## config.mk

```make
export PLATFORM = sky130hd
export DESIGN_NAME = ccb_div
export DESIGN_NICKNAME = d
export VERILOG_FILES = /design/src/design/ccb_pkg.sv /design/src/design/ccb_div.sv
export SDC_FILE = /design/constraint.sdc
export NUM_CORES = 1
export LEC_CHECK = 0
export ABC_AREA = 1
export ABC_CLOCK_PERIOD_IN_PS = 4200
export BUFFER_PORTS_ARGS = -buffer_cell sky130_fd_sc_hd__buf_4
export CAP_MARGIN = 40
export CORE_MARGIN = 2
export CORE_UTILIZATION = 40
export DETAILED_ROUTE_END_ITERATION = 12
export PLACE_DENSITY = 0.58
export SLEW_MARGIN = 25
export SYNTH_ARGS = -nofsm -noshare
export SYNTH_HDL_FRONTEND = slang
export SYNTH_SLANG_ARGS = --single-unit
```

## constraint.sdc

```tcl
create_clock -name clk -period 4.2 [get_ports clk]
set_input_delay 0.63 -clock clk [delete_from_list [all_inputs] [get_ports clk]]
set_output_delay 0.63 -clock clk [all_outputs]
set_load 0.005 [all_outputs]
```

## src/design/ccb_pkg.sv

```systemverilog
`timescale 1ns / 1ps
package ccb_pkg;

  localparam int MAX_WIDTH_DEF = 1024;
  localparam int HEIGHT_LIMIT  = 4096;
  localparam int SUM_W         = 20;   // weighted sum, signed
  localparam int DVS_W         = 17;   // either divisor, signed
  localparam logic [7:0] SAT_MAX = 8'd255;

  typedef enum logic [2:0] {
    REG_WIDTH   = 3'd0,
    REG_HEIGHT  = 3'd1,
    REG_TOP     = 3'd2,
    REG_MID     = 3'd3,
    REG_BOTTOM  = 3'd4,
    REG_DIVISOR = 3'd5
  } reg_idx_t;

  typedef struct packed {
    logic       op;
    logic [7:0] pixel;
  } in_word_t;

  typedef struct packed {
    logic [7:0]  value;
    logic [11:0] out_row;
    logic [9:0]  out_col;
    logic        frame_end;
    logic        last;
  } out_word_t;

  typedef struct packed {
    logic                    start;
    logic signed [SUM_W-1:0] dividend;
    logic signed [DVS_W-1:0] divisor;
  } div_req_t;

endpackage

```

## src/design/ccb_div.sv

```systemverilog
`timescale 1ns / 1ps
module ccb_div (
  input  logic                            clk,
  input  logic                            rst,
  input  ccb_pkg::div_req_t               req,
  output logic                            done,
  output logic signed [ccb_pkg::SUM_W-1:0] quotient
);
  import ccb_pkg::*;

  localparam int CNTW = $clog2(SUM_W + 1);

  logic            busy;
  logic [CNTW-1:0] cnt;
  logic [SUM_W-1:0] mag;
  logic [DVS_W-1:0] dmag;
  logic [DVS_W-1:0] rem;
  logic             neg;
  logic [DVS_W:0]   trial;
  logic             fits;

  assign trial = {rem, mag[SUM_W-1]};
  assign fits  = trial >= {1'b0, dmag};
  assign quotient = neg ? -$signed(mag) : $signed(mag);

  always_ff @(posedge clk) begin
    if (rst) begin
      busy <= 1'b0;
      done <= 1'b0;
    end else begin
      done <= 1'b0;
      if (req.start) begin
        busy <= 1'b1;
        cnt  <= CNTW'(SUM_W);
        mag  <= req.dividend[SUM_W-1] ? SUM_W'(-req.dividend) : SUM_W'(req.dividend);
        dmag <= req.divisor[DVS_W-1] ? DVS_W'(-req.divisor) : DVS_W'(req.divisor);
        neg  <= req.dividend[SUM_W-1] ^ req.divisor[DVS_W-1];
        rem  <= '0;
      end else if (busy) begin
        // one quotient bit a cycle, restoring
        rem <= fits ? DVS_W'(trial - {1'b0, dmag}) : DVS_W'(trial);
        mag <= {mag[SUM_W-2:0], fits};
        cnt <= cnt - 1'b1;
        if (cnt == CNTW'(1)) begin
          busy <= 1'b0;
          done <= 1'b1;
        end
      end
    end
  end

endmodule

```

==> flow_summary_export.csv, run 1 <==
group,metric,value,unit
global_route,grt_max_degree,46,
final_layout,syn_to_final_growth,17.0,%
critical_path,worstPathArrival,2060,ps
route,route.detailed.drc,0,
outcome,outcome,"complete, no violations",
critical_path,startpoint_type,"flop",
yosys,postSynth.asyncResetShare,0,%
sta,setup_tns,0,ps
clock_tree,clk_pin_slew,50,ps
critical_path,worstSetupEndpoint,"quotient[14]",
sta,hold_ws,505,ps
route,dr.pass1.iters,7,
critical_path,path_max_fanout,3,
final_layout,layout_common_cells,"170 x nand2_1, 105 x inv_1, 82 x nor2_1",
sta,setup_viol,0,
yosys,ys_seq_area_share,36.3,%
clock_tree,clk_latency,330,ps
flow_run,cap_violations,0,
route,vias,4483,
final_layout,fin_nets,809,
critical_path,cp.required,3570,ps
critical_path,reg2reg_depth,11,
yosys,synthDistinctLibCells,41,
floorplanning,dieWidth,117,um
placement,portBuffers,60,
clock_tree,cts_tree,"done",
critical_path,worstSetupPathType,"flop to output pin",
global_route,grt_usage,19.3,%
final_layout,final_common_cell,"nand2_1",
critical_path,critPathSlowestCell,"edfxtp_1",
power_and_ir_drop,ir_worst_vdd,0.193,mV
critical_path,r2r_slack,1800,ps
critical_path,critical_path.top_delay_family,"simple AND/OR/NAND/NOR gates",
sta,finClkSkew,8.19,ps
critical_path,cp.depth,9,
critical_path,timing.critical_path.cells,"inv_1 > ha_1 > inv_1 > nor3_1 > nand2_1 > nand2_1 > o21ai_0 > xor2_1 > buf_4",
global_route,grt_pass1_wl,20.2,mm
clock_tree,hold_buffers,0,
clock_tree,post-cts-setup-buffers,0,
yosys,synth-seq-cells,62,
critical_path,worstSetupEndpointType,"output pin",
yosys,syn-mean-instance-area,7.40,um^2
route,drtIter0Drc,260,
power_and_ir_drop,p_leak,2.86,nW
global_route,grt_busiest_layer,"met2",
floorplanning,initial_core_util,40.6,%
sta,fin_crit_sh,64.0,%
sta,tightest_slew,563,ps
global_route,grt_pass1_vias,4319,
yosys,netlist_instances,686,
sta,worst_slack,1510,ps
clock_tree,cts_buffer_depth,2,
sta,hold_viol_final,0,
route,antenna_left,0,
sta,fin_crit,2690,ps
floorplanning,io_pins,61,
yosys,syn_nets,749,
critical_path,slowest_delay,380,ps
floorplanning,num_rows,41,
sta,rsz0062_at_grt,"no",
power_and_ir_drop,power_density,347,mW/mm^2
yosys,ys.flop_type,"edfxtp_1",
critical_path,crit_start,"mag[0]",
sta,max_freq,372,MHz
route,vias_per_cell,4.86,
clock_tree,cts_resized,0,
yosys,yosysWarnings,0,
global_route,gr-usage-met3,3.53,%
route,wl_per_cell,13.5,um
sta,maxSlewViolCount,0,
final_layout,drive_gt1_share,16.5,%
route,wirelength,12.4,mm
yosys,netlist_area,0.00508,mm^2
global_route,grt_overflow_total,0,
final_layout,diodes,0,
critical_path,cp_num_buf_inv,3,
clock_tree,cts_sinks,62,
floorplanning,die_area,0.0136,mm^2
global_route,antenna_found_initial,0,
clock_tree,root_buffer,"clkbuf_16",
clock_tree,cts_buffers,9,
floorplanning,die_y,117,um
clock_tree,cts_max_level,3,
sta,relSlewSlack,62.5,%
placement,place_hpwl,9.67,mm
min_path,hp-class,"input pin to flop",
yosys,synth_enable_flop_cells,60,
power_and_ir_drop,power,0.00206,W
placement,place.gp.congestion,0.916,
global_route,use_met1,26.1,%
global_route,use_met2,30.8,%
placement,pre_cts_slack,1830,ps
critical_path,rr_endpoint,"rem[4]",
floorplanning,core_area,0.0125,mm^2
critical_path,r2r_start,"mag[19]",
==> cell families (layout without fill, tap and decap cells) <==
logic type | Yosys count | count (layout) | share of synthesized area (%)
AO/OA/AOI/OAI | 58 | 58 | 6.09
XOR/XNOR | 47 | 47 | 8.11
adder cells (fa/ha/maj) | 23 | 23 | 5.82
buffers and inverters | 126 | 191 | 10.2
AND/OR/NAND/NOR | 370 | 370 | 33.5
flip-flops | 62 | 62 | 36.3
==> synthesized netlist by cell type, types with 4 or more instances <==
master      n  area, um^2
buf_2       4        20.0
o21ai_0    30         150
nand3_1    47         235
clkbuf_1    4        15.0
nand2_2    14        87.6
nor3_1      7        35.0
xnor2_1    12         105
a21oi_1    17        85.1
xor2_1     35         307
inv_2       6        22.5
nor2_2      9        56.3
edfxtp_1   60        1800
nand4_1     8        50.1
nor2_1     82         308
ha_1       22         275
nand2_1   170         638
inv_1     105         394
nand3b_1   11        82.6
nand3_2     5        50.1
==> layer usage <==
metal | vias to the layer above | share of wire, %
li1 | 2313 | -
met1 | 2040 | 46
met2 | 105 | 46
met3 | 25 | 5.1
met4 | 0 | 2.8
met5 | - | 0
==> power breakdown <==
group | internal, W | leakage [nW] | total (W) | switching, W
logic | 0.000242 | 2.14 | 0.000618 | 0.000376
clock network | 0.000394 | 0.127 | 0.000656 | 0.000262
registers | 0.000749 | 0.588 | 0.000785 | 0.0000362
==> worst register-to-register path, stage by stage (launching register included) <==
cell and delay [ps]:
edfxtp_1 400, inv_1 120, ha_1 150, inv_1 60, fa_1 450, nand3_2 130, nand3b_4 90, nand2_2 260
nand2_4 200, inv_2 200, nor2_1 60, nor2_1 130
==> worst min path at each step <==
| stage | from | end | slack (ps) | cells after the start |
|---|---|---|---|---|
| after floorplan | busy | done | 420 | 2 |
| after global placement | busy | done | 490 | 2 |
| after detailed placement | busy | done | 500 | 2 |
| after CTS | req[0] | dmag[0] | 500 | 1 |
| after global routing | req[0] | dmag[0] | 490 | 1 |
| final | req[0] | dmag[0] | 500 | 1 |
==> sequential cells by signal, indices dropped and copies added (netlist names) <==
signal and count:
dmag 17, rem 17, busy 1, neg 1, mag 20, done 1
cnt 5
==> area by class of cell <==
class / count / area (um^2)
clock buffers: 11 / 233
clock inverters: 5 / 26.3
fillers: 1290 / 6580
inverters: 112 / 420
multi-input cells: 498 / 2730
flip-flops and latches: 62 / 1840
well taps: 172 / 215
repair buffers: 63 / 473
==> stage by stage <==
stage                     cell area [um^2]  cells  utilization [%]
after floorplan                       5080    686                -
after detailed placement              5680    907             45.4
after global placement                5680    907             45.4
after global routing                  5940    923             47.4
final                                 5940    923             47.4
after CTS                             5940    923             47.4
No activity file was read; power rests on OpenSTA's default activity.
==> run 2, diff against run 1 <==
Settings changed: ABC_AREA 1 to 0, ABC_CLOCK_PERIOD_IN_PS 4200 to 2200, PLACE_DENSITY 0.58 to 0.61.
Clock period 4.2 ns to 2.2 ns, I/O delays scaled along.
==> run 2 against run 1 <==
  * The run now ends with setup timing left
  * Die area decreased by 12%
  * Non-clock buffer count grew 104
  * First-iteration DRC count shrank 25%
  * Critical endpoint is now quotient[19]
  * Highest routed layer unchanged
==> flow_summary_export.csv, run 2 <==
group,metric,value,unit
placement,place_hpwl,8.05,mm
global_route,grt_pass1_vias,3790,
yosys,synthDistinctLibCells,59,
yosys,synth-seq-cells,62,
yosys,syn_nets,517,
placement,pre_cts_slack,-356,ps
clock_tree,cts_tree,"done",
yosys,synth_enable_flop_cells,60,
global_route,grt_pass1_wl,17.8,mm
placement,portBuffers,60,
yosys,yosysMostFrequentCell,"edfxtp_1",
final_layout,reg_top3,"mag: 20 flops, dmag: 17 flops, rem: 17 flops",
route,vias_per_cell,5.23,
floorplanning,die_area,0.0120,mm^2
yosys,yosys.area_share.simple,14.7,%
outcome,violations,"setup timing",
critical_path,startpoint_type,"flop",
sta,relSlewSlack,74.6,%
critical_path,cp.required,1870,ps
final_layout,layout_common_cells,"155 x buf_4, 60 x edfxtp_1, 36 x nor2_1, 36 x xnor2_1, 33 x a21oi_1",
yosys,netlist_area,0.00445,mm^2
floorplanning,die_y,109,um
yosys,yosysWarnings,0,
route,route.detailed.drc,0,
floorplanning,io_pins,61,
placement,dp_cells,721,
sta,tightest_slew,381,ps
clock_tree,cts_buffers,9,
yosys,synth_area_leader_cell,"edfxtp_1",
final_layout,fin_nets,680,
route,drtIter0Drc,196,
clock_tree,cts_sinks,62,
critical_path,worstSetupEndpointType,"output pin",
global_route,antenna_found_initial,0,
clock_tree,cts_max_level,3,
power_and_ir_drop,ir_worst_vdd,0.330,mV
yosys,netlist_instances,454,
clock_tree,clk_latency,350,ps
yosys,muxShareOfSynthArea,2.56,%
route,vias,3987,
sta,fin_crit,2680,ps
global_route,grt_max_degree,44,
yosys,ys_seq_area_share,41.4,%
global_route,grt_usage,19.2,%
yosys,synth_top_area_share,40.5,%
route,wirelength,11.5,mm
sta,worst_slack,-479,ps
clock_tree,hold_buffers,0,
power_and_ir_drop,p_leak,2.72,nW
yosys,synthTopCellsByCount,"60 x edfxtp_1, 41 x nor2_1, 39 x xnor2_1, 36 x nand2_1, 35 x a21oi_1",
sta,maxSlewViolCount,0,
yosys,synth_top_family_by_area,"compound AO/OA/AOI/OAI gates",
sta,max_freq,373,MHz
clock_tree,root_buffer,"clkbuf_8",
min_path,hp-start,"req[0]",
clock_tree,cts_buffer_depth,2,
critical_path,worstPathArrival,2350,ps
route,wl_per_cell,15.0,um
yosys,synth_fa_ha_area_share,6.64,%
sta,rsz0062_at_grt,"yes",
yosys,ys_top_cells_by_area,"edfxtp_1 41%, xnor2_1 7.7%, ha_1 6.2%, xor2_1 4.5%, a21oi_1 3.9%",
clock_tree,clk_pin_slew,70,ps
floorplanning,num_rows,38,
power_and_ir_drop,power,0.00413,W
yosys,ys.flop_type,"edfxtp_1",
route,antenna_left,0,
outcome,outcome,"complete, but fails checks",
sta,finClkSkew,10.6,ps
final_layout,drive_gt1_share,41.0,%
floorplanning,core_area,0.0108,mm^2
critical_path,path_max_fanout,3,
final_layout,top_register,"mag",
sta,setup_tns,-9770,ps
sta,fin_crit_sh,122,%
critical_path,r2r_start,"mag[19]",
yosys,postSynth.asyncResetShare,0,%
final_layout,final_common_cell,"buf_4",
route,dr.pass1.iters,4,
sta,hold_viol_final,0,
critical_path,crit_start,"mag[1]",
final_layout,largest_reg_flops,20,
yosys,synth_compound_area_share,17.7,%
global_route,grt_overflow_total,0,
yosys,syn-mean-instance-area,9.79,um^2
critical_path,worstSetupPathType,"flop to output pin",
sta,hold_ws,187,ps
min_path,hp-class,"input pin to flop",
final_layout,fillers,930,
yosys,synth-xor-area-share,12.2,%
power_and_ir_drop,power_density,635,mW/mm^2
flow_run,cap_violations,0,
final_layout,stdcell_count,762,
final_layout,syn_to_final_growth,46.2,%
floorplanning,initial_core_util,41.0,%
floorplanning,dieWidth,109,um
sta,setup_viol,31,
final_layout,diodes,0,
placement,place.gp.congestion,0.889,
run 2: cell count changes after synthesis, moves of 12 or more:
cell,delta
a21oi_1,+18
inv_1,-74
nand2_1,-134
nand2_2,-14
nand3_1,-43
nor2_1,-41
xnor2_1,+27
xor2_1,-12
run 2: what timing repair did:
item / CTS / global route
cloned: 1 / 0
resized for setup: 58 / 32
setup buffers: 8 / 18
setup endpoints to repair: 31 / 32
pin swaps: 21 / 20
run 2: critical path, cell delays in order, from the launching register on:
cell,delay (ps)
edfxtp_1,400
or4_4,540
or3b_4,440
inv_2,80
nand2_4,70
o31ai_4,190
xnor2_1,140
buf_4,130
run 2: where the power goes:
group	leakage (nW)	switching (W)	internal, W
Combinational	2.03	0.000729	0.000797
Clock	0.103	0.000470	0.000629
Sequential	0.585	0.0000696	0.00143
run 2: cell type report:
cell class / instances / area [um^2] / area share [%]
tap: 140 / 175 / 2.69
multi-input combinational: 345 / 2820 / 43.4
clock inverter: 7 / 88.8 / 1.37
clock buffer: 9 / 124 / 1.91
inverter: 32 / 123 / 1.89
sequential: 62 / 1840 / 28.3
timing repair buffer: 167 / 1330 / 20.4
run 2: stage by stage:
| stage | instance area (um^2) | utilization [%] |
|---|---|---|
| floorplan | 4520 | - |
| global route | 6500 | 60.0 |
| global placement | 5680 | 52.4 |
| detailed placement | 5680 | 52.4 |
| finish | 6500 | 60.0 |
| CTS | 6230 | 57.5 |
run 2: cells by family (layout without fill, tap and decap cells):
| logic type | after synthesis | after routing |
|---|---|---|
| simple gates | 130 | 130 |
| mux | 11 | 11 |
| buf+inv | 47 | 215 |
| xor+xnor | 62 | 62 |
| compound gates | 119 | 119 |
| fa+ha+maj | 23 | 23 |
| flops | 62 | 62 |
run 2: layer usage:
layer,share of wire (%),up-vias,GRT usage [%]
li1,-,1992,-
met4,2.0,0,7.69
met3,3.6,16,2.37
met5,0,-,0
met2,50,84,32.6
met1,44,1895,24.8
run 2: worst paths after layout:
kind                            cells after the start  slack, ps      endpoint
worst max-delay path                                7       -480  quotient[19]
worst min-delay path                                1        190       dmag[0]
worst max register to register                     11       -380        rem[6]
worst min register to register                      1        500          done
==> run 3, diff against run 2 <==
Settings changed: SETUP_SLACK_MARGIN set to 0.2.
==> run 3 against run 2 <==
  * The flow still finishes with violations (setup timing)
  * Clock power is 8% lower
  * Sequential share of layout area grew 0.071 points
  * Clock skew up 1.1 ps
  * Total power down 2.9%
  * Via count decreased by 1.3%
  * Largest cell class unchanged
  * Highest routed layer unchanged
==> flow_summary_export.csv, run 3 (same netlist as run 2, synthesis figures left out) <==
group,metric,value,unit
critical_path,r2r_slack,-360,ps
sta,hold_viol_final,0,
power_and_ir_drop,ir_worst_vdd,0.308,mV
final_layout,drive_gt1_share,40.1,%
placement,portBuffers,60,
global_route,antenna_found_initial,0,
clock_tree,cts_sinks,62,
clock_tree,clk_pin_slew,60,ps
placement,place_hpwl,8.27,mm
route,vias_per_cell,5.23,
flow_run,cap_violations,0,
global_route,grt_usage,19.2,%
route,route.detailed.drc,0,
sta,worst_slack,-442,ps
clock_tree,cts_tree,"done",
critical_path,worstPathArrival,2310,ps
final_layout,top_register,"mag",
power_and_ir_drop,switching_share,30.5,%
global_route,grt_max_degree,44,
route,wl_per_cell,14.9,um
final_layout,layout.area.seq,0.00184,mm^2
critical_path,crit_start,"mag[1]",
final_layout,final_common_cell,"buf_4",
final_layout,syn_to_final_growth,45.8,%
sta,relSlewSlack,70.3,%
floorplanning,die_y,109,um
critical_path,r2r_start,"mag[19]",
clock_tree,root_buffer,"clkbuf_8",
critical_path,worstSetupPathType,"flop to output pin",
floorplanning,initial_core_util,41.0,%
clock_tree,cts_buffer_depth,2,
global_route,grt_pass1_wl,17.9,mm
route,antenna_left,0,
min_path,hp-class,"input pin to flop",
power_and_ir_drop,p_leak,2.70,nW
critical_path,reg2reg_depth,11,
outcome,violations,"setup timing",
critical_path,worstSetupEndpoint,"quotient[17]",
floorplanning,num_rows,38,
route,dr.pass1.iters,4,
power_and_ir_drop,power_density,618,mW/mm^2
clock_tree,cts_buffers,9,
outcome,outcome,"complete, but fails checks",
critical_path,worstSetupEndpointType,"output pin",
route,drtIter0Drc,147,
sta,fin_crit_sh,120,%
sta,fin_crit,2640,ps
final_layout,fillers,945,
sta,finClkSkew,11.7,ps
power_and_ir_drop,intPower,0.00279,W
critical_path,startpoint_type,"flop",
power_and_ir_drop,p_switching,0.00122,W
final_layout,layout_common_cells,"142 x buf_4, 60 x edfxtp_1, 35 x nor2_1, 35 x a21oi_1, 35 x xnor2_1",
sta,rsz0062_at_grt,"yes",
route,wirelength,11.2,mm
floorplanning,io_pins,61,
sta,tightest_slew,445,ps
floorplanning,core_area,0.0108,mm^2
sta,maxSlewViolCount,0,
sta,setup_viol,31,
critical_path,cp.required,1870,ps
global_route,grt_overflow_total,0,
final_layout,reg_top3,"mag: 20 flops, dmag: 17 flops, rem: 17 flops",
final_layout,stdcell_count,753,
sta,setup_tns,-9020,ps
global_route,grt_pass1_vias,3853,
power_and_ir_drop,p_comb_share,37.3,%
clock_tree,cts_max_level,3,
final_layout,multi_input_area,0.00289,mm^2
route,vias,3935,
placement,place.gp.congestion,0.843,
power_and_ir_drop,pwr-share-clk,25.3,%
power_and_ir_drop,p_seq_share,37.4,%
critical_path,rr_endpoint,"rem[10]",
sta,max_freq,379,MHz
floorplanning,dieWidth,109,um
clock_tree,clk_latency,340,ps
floorplanning,die_area,0.0120,mm^2
final_layout,diodes,0,
final_layout,fin_nets,671,
clock_tree,hold_buffers,0,
placement,dp_cells,720,
critical_path,path_max_fanout,3,
final_layout,largest_reg_flops,20,
run 3: power by group through the flow:
stage / Clock, W / Sequential (W) / Combinational (W)
floorplan: 0 / 0.00150 / 0.000749
global placement: 0 / 0.00151 / 0.00122
detailed placement: 0 / 0.00151 / 0.00126
CTS: 0.00104 / 0.00150 / 0.00140
global route: 0.00107 / 0.00151 / 0.00163
finish: 0.00101 / 0.00150 / 0.00149
run 3: how the worst min path moves through the flow:
stage / startpoint / endpoint / slack [ps] / depth (start not counted)
after global placement: busy / done / 480 / 1
final: rst / done / 200 / 2
after CTS: req[0] / dmag[0] / 190 / 1
after floorplan: rst / done / 410 / 1
after detailed placement: busy / done / 490 / 1
after global routing: req[0] / dmag[0] / 190 / 1
run 3: final cells by class:
| class | count | share of cell area, % |
|---|---|---|
| Multi-Input combinational cell | 345 | 44.6 |
| Clock inverter | 1 | 0.463 |
| Tap cell | 140 | 2.70 |
| Clock buffer | 15 | 2.57 |
| Inverter | 32 | 1.89 |
| Timing Repair Buffer | 158 | 19.4 |
| Sequential cell | 62 | 28.4 |
run 3: timing repair:
action                                 CTS  global route
buffers inserted                         9             6
gates resized for setup                 65            34
setup endpoints to repair               36            40
endpoints found under the hold margin    0             0
gates cloned                             2             0
pin swaps                               25            14
run 3: worst max-delay path: stages, from the launching register on:
cell and delay, ps:
edfxtp_1 390, or4_4 560, or3b_4 410, inv_2 80
nand2_4 70, o31ai_4 200, xnor2_1 140, buf_4 130
run 3: routing by layer:
metal	up-vias	global-route usage, %	wire length [um]
met5	-	0	0
met3	11	2.49	452
met4	0	6.87	146
li1	1971	-	-
met1	1878	25.4	5120
met2	75	32.1	5500
run 3: metrics by stage:
stage          utilization (%)  setup slack, ps  instance area [um^2]  power [W]  hold slack (ps)
2_1_floorplan                -             -203                  4540    0.00225              409
3_3_place_gp              52.4             -274                  5680    0.00273              480
3_5_place_dp              52.4             -409                  5680    0.00277              486
4_1_cts                   57.7             -458                  6260    0.00394              189
5_1_grt                   59.8             -512                  6480    0.00421              194
6_report                  59.8             -442                  6480    0.00401              204
